--- src/hdl/fohv_pkg.sv ---
// Shared types, constants and helpers of the first-order hold core.
`default_nettype none
package fohv_pkg;

    localparam int TIME_W    = 32;
    localparam int VEC_W     = 32;
    localparam int AXES      = 3;
    localparam int AX_W      = 2;
    localparam int MAG_W     = 63;
    localparam int DIV_STEPS = 32;
    localparam int MUL_STEPS = 4 * AXES;
    localparam int CNT_W     = 5;
    localparam int SUM_W     = 64;
    localparam int INT_W     = 43;
    localparam int MODE_W    = 2;
    localparam int CODE_W    = 3;
    localparam int S_DATA_W  = 2 * TIME_W + AXES * VEC_W;
    localparam int M_DATA_W  = AXES * VEC_W;

    localparam logic [SUM_W-1:0] VAL_LIM = 64'h0000_0100_0000_0000;

    localparam logic [MODE_W-1:0] MODE_UPDATE     = 2'd0;
    localparam logic [MODE_W-1:0] MODE_ACTIVATE   = 2'd1;
    localparam logic [MODE_W-1:0] MODE_DEACTIVATE = 2'd2;

    localparam logic [CODE_W-1:0] CASE_INACTIVE = 3'd0;
    localparam logic [CODE_W-1:0] CASE_FAST     = 3'd1;
    localparam logic [CODE_W-1:0] CASE_LAG      = 3'd2;
    localparam logic [CODE_W-1:0] CASE_INTERP   = 3'd3;
    localparam logic [CODE_W-1:0] CASE_SNAP     = 3'd4;
    localparam logic [CODE_W-1:0] CASE_HOLD     = 3'd5;

    typedef logic [AXES-1:0][VEC_W-1:0] vec3_t;

    typedef enum logic [2:0] {
        K_PASS, K_ACT, K_DEACT, K_FAST, K_LAG, K_INTERP, K_SNAP, K_HOLD
    } kind_t;

    typedef enum logic [2:0] {
        ST_IDLE, ST_LOAD, ST_DIV, ST_MUL, ST_DONE
    } ctl_state_t;

    typedef enum logic [1:0] {
        PH_HI, PH_LO, PH_SUM, PH_FIN
    } mul_phase_t;

    typedef struct packed {
        logic             accept;
        logic             div_init;
        logic             div_step;
        logic             mul_en;
        mul_phase_t       phase;
        logic [AX_W-1:0]  axis;
        logic             commit;
    } ctl_cmd_t;

    typedef struct packed {
        kind_t kind;
        logic  out_busy;
    } dp_stat_t;

    function automatic logic [VEC_W-1:0] sat_vec(input logic signed [INT_W-1:0] v);
        logic signed [INT_W-1:0] hi;
        logic signed [INT_W-1:0] lo;
        hi = INT_W'(signed'({1'b0, {(VEC_W-1){1'b1}}}));
        lo = -hi - INT_W'(1);
        if (v > hi) begin
            return hi[VEC_W-1:0];
        end else if (v < lo) begin
            return lo[VEC_W-1:0];
        end
        return v[VEC_W-1:0];
    endfunction

endpackage
`default_nettype wire

--- src/hdl/fohv_ctrl.sv ---
// Controller: sequences accept, slope division, interpolation and commit.
`default_nettype none
module fohv_ctrl (
    input  wire logic               aclk,
    input  wire logic               aresetn,
    input  wire logic               s_tvalid,
    output logic                    s_tready,
    input  wire fohv_pkg::dp_stat_t stat,
    output fohv_pkg::ctl_cmd_t      cmd
);
    import fohv_pkg::*;

    ctl_state_t       state_reg, state_next;
    logic [CNT_W-1:0] cnt_reg, cnt_next;

    always_ff @(posedge aclk) begin
        if (!aresetn) begin
            state_reg <= ST_IDLE;
            cnt_reg   <= '0;
        end else begin
            state_reg <= state_next;
            cnt_reg   <= cnt_next;
        end
    end

    always_comb begin
        state_next = state_reg;
        cnt_next   = cnt_reg;
        case (state_reg)
            ST_IDLE: begin
                if (s_tvalid) state_next = ST_LOAD;
            end
            ST_LOAD: begin
                cnt_next = '0;
                if (stat.kind == K_LAG) begin
                    state_next = ST_DIV;
                end else if (stat.kind == K_INTERP) begin
                    state_next = ST_MUL;
                end else begin
                    state_next = ST_DONE;
                end
            end
            ST_DIV: begin
                cnt_next = cnt_reg + CNT_W'(1);
                if (cnt_reg == CNT_W'(DIV_STEPS - 1)) state_next = ST_DONE;
            end
            ST_MUL: begin
                cnt_next = cnt_reg + CNT_W'(1);
                if (cnt_reg == CNT_W'(MUL_STEPS - 1)) state_next = ST_DONE;
            end
            ST_DONE: begin
                if (!stat.out_busy) state_next = ST_IDLE;
            end
            default: state_next = ST_IDLE;
        endcase
    end

    always_comb begin
        cmd      = '0;
        s_tready = 1'b0;
        case (state_reg)
            ST_IDLE: begin
                // hold off transfers while in reset
                s_tready   = aresetn;
                cmd.accept = s_tvalid && aresetn;
            end
            ST_LOAD: cmd.div_init = (stat.kind == K_LAG);
            ST_DIV:  cmd.div_step = 1'b1;
            ST_MUL: begin
                cmd.mul_en = 1'b1;
                cmd.phase  = mul_phase_t'(cnt_reg[1:0]);
                cmd.axis   = cnt_reg[AX_W+1:2];
            end
            ST_DONE: cmd.commit = !stat.out_busy;
            default: cmd = '0;
        endcase
    end

endmodule
`default_nettype wire

--- config.mk ---
export PLATFORM = sky130hd
export DESIGN_NAME = fohv_ctrl
export DESIGN_NICKNAME = d
export VERILOG_FILES = /design/src/hdl/fohv_pkg.sv /design/src/hdl/fohv_ctrl.sv
export SDC_FILE = /design/constraint.sdc
export NUM_CORES = 1
export LEC_CHECK = 0
export BUFFER_PORTS_ARGS = -buffer_cell sky130_fd_sc_hd__clkbuf_2
export CORE_MARGIN = 2
export CORE_UTILIZATION = 40
export CTS_BUF_LIST = sky130_fd_sc_hd__clkbuf_8
export CTS_CLUSTER_SIZE = 16
export DETAILED_ROUTE_END_ITERATION = 10
export PLACE_DENSITY = 0.74
export SETUP_SLACK_MARGIN = 0.1
export SLEW_MARGIN = 20
export SYNTH_ARGS = -nofsm -noshare
export SYNTH_HDL_FRONTEND = slang
export SYNTH_SLANG_ARGS = --single-unit
--- constraint.sdc ---
create_clock -name aclk -period 1.7 [get_ports aclk]
set_clock_uncertainty 0.2 [all_clocks]
set_input_delay 0.425 -clock aclk [delete_from_list [all_inputs] [get_ports aclk]]
set_output_delay 0.425 -clock aclk [all_outputs]
set_load 0.05 [all_outputs]
==> metrics.md <==
| Metric | Value |
|---|---|
| Met2 wire length | 1.02 mm |
| Starting density of the core | 42.5% |
| Synth warn | 0 |
| Crit Path Max Fanout | 5 |
| EDFF count, synth | 0 |
| Ranking of synthesized cells by area | dfxtp_1 29%, nor2_1 6.9%, and3_1 5.7%, ha_1 4.6%, nor2b_1 4.6% |
| Layout cell share with drive strength beyond 1 | 67.3% |
| Outcome | finished with violations |
| DIE AREA | 1680 um^2 |
| Total track usage | 27.7% |
| RePlAce Congestion | 0.784 |
| Violated checks | setup timing |
| Vias in the first global route | 603 |
| Max reg flops | 5 |
| Final setup TNS | -1.40 ns |
| Max VDD drop | 0.000660 V |
| I/O pin count | 17 |
| CTS Hold Bufs | 0 |
| Largest net degree at the start of global routing | 11 |
| Met1 WL | 871 um |
| Routed length per instance | 18.4 um |
| FFs w/ async S/R, synth | 0% |
| Min Tclk post-route | 1.87 ns |
| Multiplexer share of the synthesized area | 6.42% |
| Distinct cells, synth | 27 |
| Worst-Margin Slew | 0.251 ns |
| Drt first pass iters | 4 |
| Setup ws final | -0.169 ns |
| DRC viols | 0 |
| Skew-Pair Late Insertion Delay | 0.24 ns |
| DR iter-0 viols | 35 |
| Ys flop type | dfxtp_1 |
| Die height | 40.9 um |
| Setup crit end kind | primary output |
| First-pass GRT wire length | 2.82 mm |
| Commonest cells in the netlist | 10 x nor2_1, 8 x dfxtp_1, 5 x and3_1 |
| Yosys top cell area share | 29.4% |
| Tcrit/Tclk final | 110% |
| Most common cell in the netlist | nor2_1 |
| Post-Synth Adder-Cell Area | 4.59% |
| CTS clk-pin slew, worst paths | 0.05 ns |
| # setup viols final | 10 |
| Rows | 13 |
| Synth Area in XOR/XNOR | 0% |
| Worst setup SP type | flop |
| Total wire length | 2.19 mm |
| Maximum buffer depth of the clock tree | 2 |
| Detailed Place HPWL | 1.03 mm |
| Simple-gate portion of the synthesized area | 35.3% |
| Area growth syn-to-layout | 107% |
| Post-Syn Nets | 76 |
| CTS tree | yes |
| Final max-slew violation count | 0 |
| PwrDens | 564 nW/um^2 |
| Clock Sinks | 8 |
| HP Class | in2reg |
| Post-DRT Antenna Nets | 0 |
| Met3 Wirelength | 194 um |
| Seq/Total Area, Yosys | 29.4% |
| GRT overflow | 0 |
| Root Driver | clkbuf_8 |
| Die width | 40.9 um |
| Slew headroom | 83.2% |
| Core Footprint | 1280 um^2 |
| Final Core Density | 87.8% |
| Cell taking the most area after synthesis | dfxtp_1 |
| Critical Path RT | 1.07 ns |
| Synth Instances | 67 |
| Dpl cells | 112 |
| Final non-filler cell total | 119 |
| Crit Path Class | reg2out |
| Compound-cell area share of the yosys netlist | 18.3% |
| Final hold violation count | 0 |
| Post-place setup slack | -0.349 ns |
| H-Tree Depth | 1 |
| Fmax | 0.535 GHz |
| Max_cap viols | 0 |
| Highest metal used | met4 |
| Main combinational cell family by area after synthesis | simple AND/OR/NAND/NOR gates |
| TritonCTS buffer count | 3 |
| Static leakage | 0.490 nW |
| Synthesized area per cell | 8.14 um^2 |
| Flops & latches, synth | 8 |
| Port Buffers | 16 |
| Via density | 5.92 |
| Initial antenna violation count | 0 |
| Nets@finish | 115 |
| Antenna diodes | 0 |
| Worst Path Arrival | 1.24 ns |
| Unrepaired setup endpoints after global routing | yes |
| Post-synthesis cell area | 546 um^2 |
| Detailed-route via count | 704 |
==> timing repair <==
item / in CTS / in global routing
endpoints found under the setup margin: 10 / 13
endpoints found under the hold margin: 0 / 0
gates cloned: 0 / 0
resized for setup: 31 / 17
pin swaps: 3 / 6
setup buffers: 1 / 3
==> routing by layer <==
metal,vias to the layer above,track usage (%)
met5,-,0
met4,0,13.3
met3,14,10.3
met2,40,43.0
met1,332,33.1
li1,318,-
==> power breakdown <==
group / total (mW) / switching, mW / leakage (nW) / internal [mW]
clock: 0.242 / 0.0871 / 0.0216 / 0.154
combinational: 0.194 / 0.101 / 0.401 / 0.0933
sequential: 0.201 / 0.00786 / 0.0672 / 0.193
==> logic make-up (layout without fill, tap and decap cells) <==
kind of cell | Yosys count | in the layout
buf+inv | 6 | 43
simple gates | 35 | 35
fa+ha+maj | 2 | 2
compound gates | 13 | 13
mux | 3 | 3
flops | 8 | 8
==> stage by stage <==
step                      cell area, um^2  power, mW  hold WS (ns)
final                                1130      0.637         0.296
after global routing                 1130      0.661         0.315
after CTS                            1050      0.599         0.294
after detailed placement              845      0.352         0.319
after global placement                845      0.348         0.309
after floorplan                       646      0.297         0.282
==> layout make-up <==
cell class	count	area (um^2)
clock buffers	3	41.3
fillers	58	156
well taps	15	18.8
multi-input cells	53	465
flip-flops and latches	8	170
inverters	2	20.0
repair buffers	38	413
==> placed cells by master (no fill, tap or decap), types with 2 or more instances in the layout <==
| master | instances |
|---|---|
| a21oi_1 | 3 |
| a22oi_1 | 2 |
| and3_4 | 4 |
| buf_4 | 20 |
| buf_6 | 2 |
| buf_8 | 6 |
| clkbuf_16 | 5 |
| clkbuf_2 | 5 |
| clkbuf_8 | 3 |
| dfxtp_1 | 4 |
| dfxtp_2 | 2 |
| dfxtp_4 | 2 |
| mux2i_1 | 2 |
| nand2_1 | 3 |
| nand2b_1 | 3 |
| nand3_1 | 2 |
| nand4_1 | 2 |
| nor2_1 | 4 |
| nor2_4 | 6 |
| nor2b_4 | 3 |
| o21ai_0 | 2 |
==> worst max-delay path: stages, from the launching register on <==
cell     delay (ns)
dfxtp_4        0.37
or3_4          0.37
nor2_4         0.11
buf_8          0.15
==> path summary, 6_finish.rpt <==
kind                 from      endpoint  slack, ns  cells past startpoint
max          state_reg[2]        cmd[8]      -0.17                      3
min               stat[1]  state_reg[0]       0.30                      3
max reg2reg    cnt_reg[1]  state_reg[2]       0.12                      6
min reg2reg    cnt_reg[1]    cnt_reg[1]       0.33                      2
(Power assumes the default switching activity.)
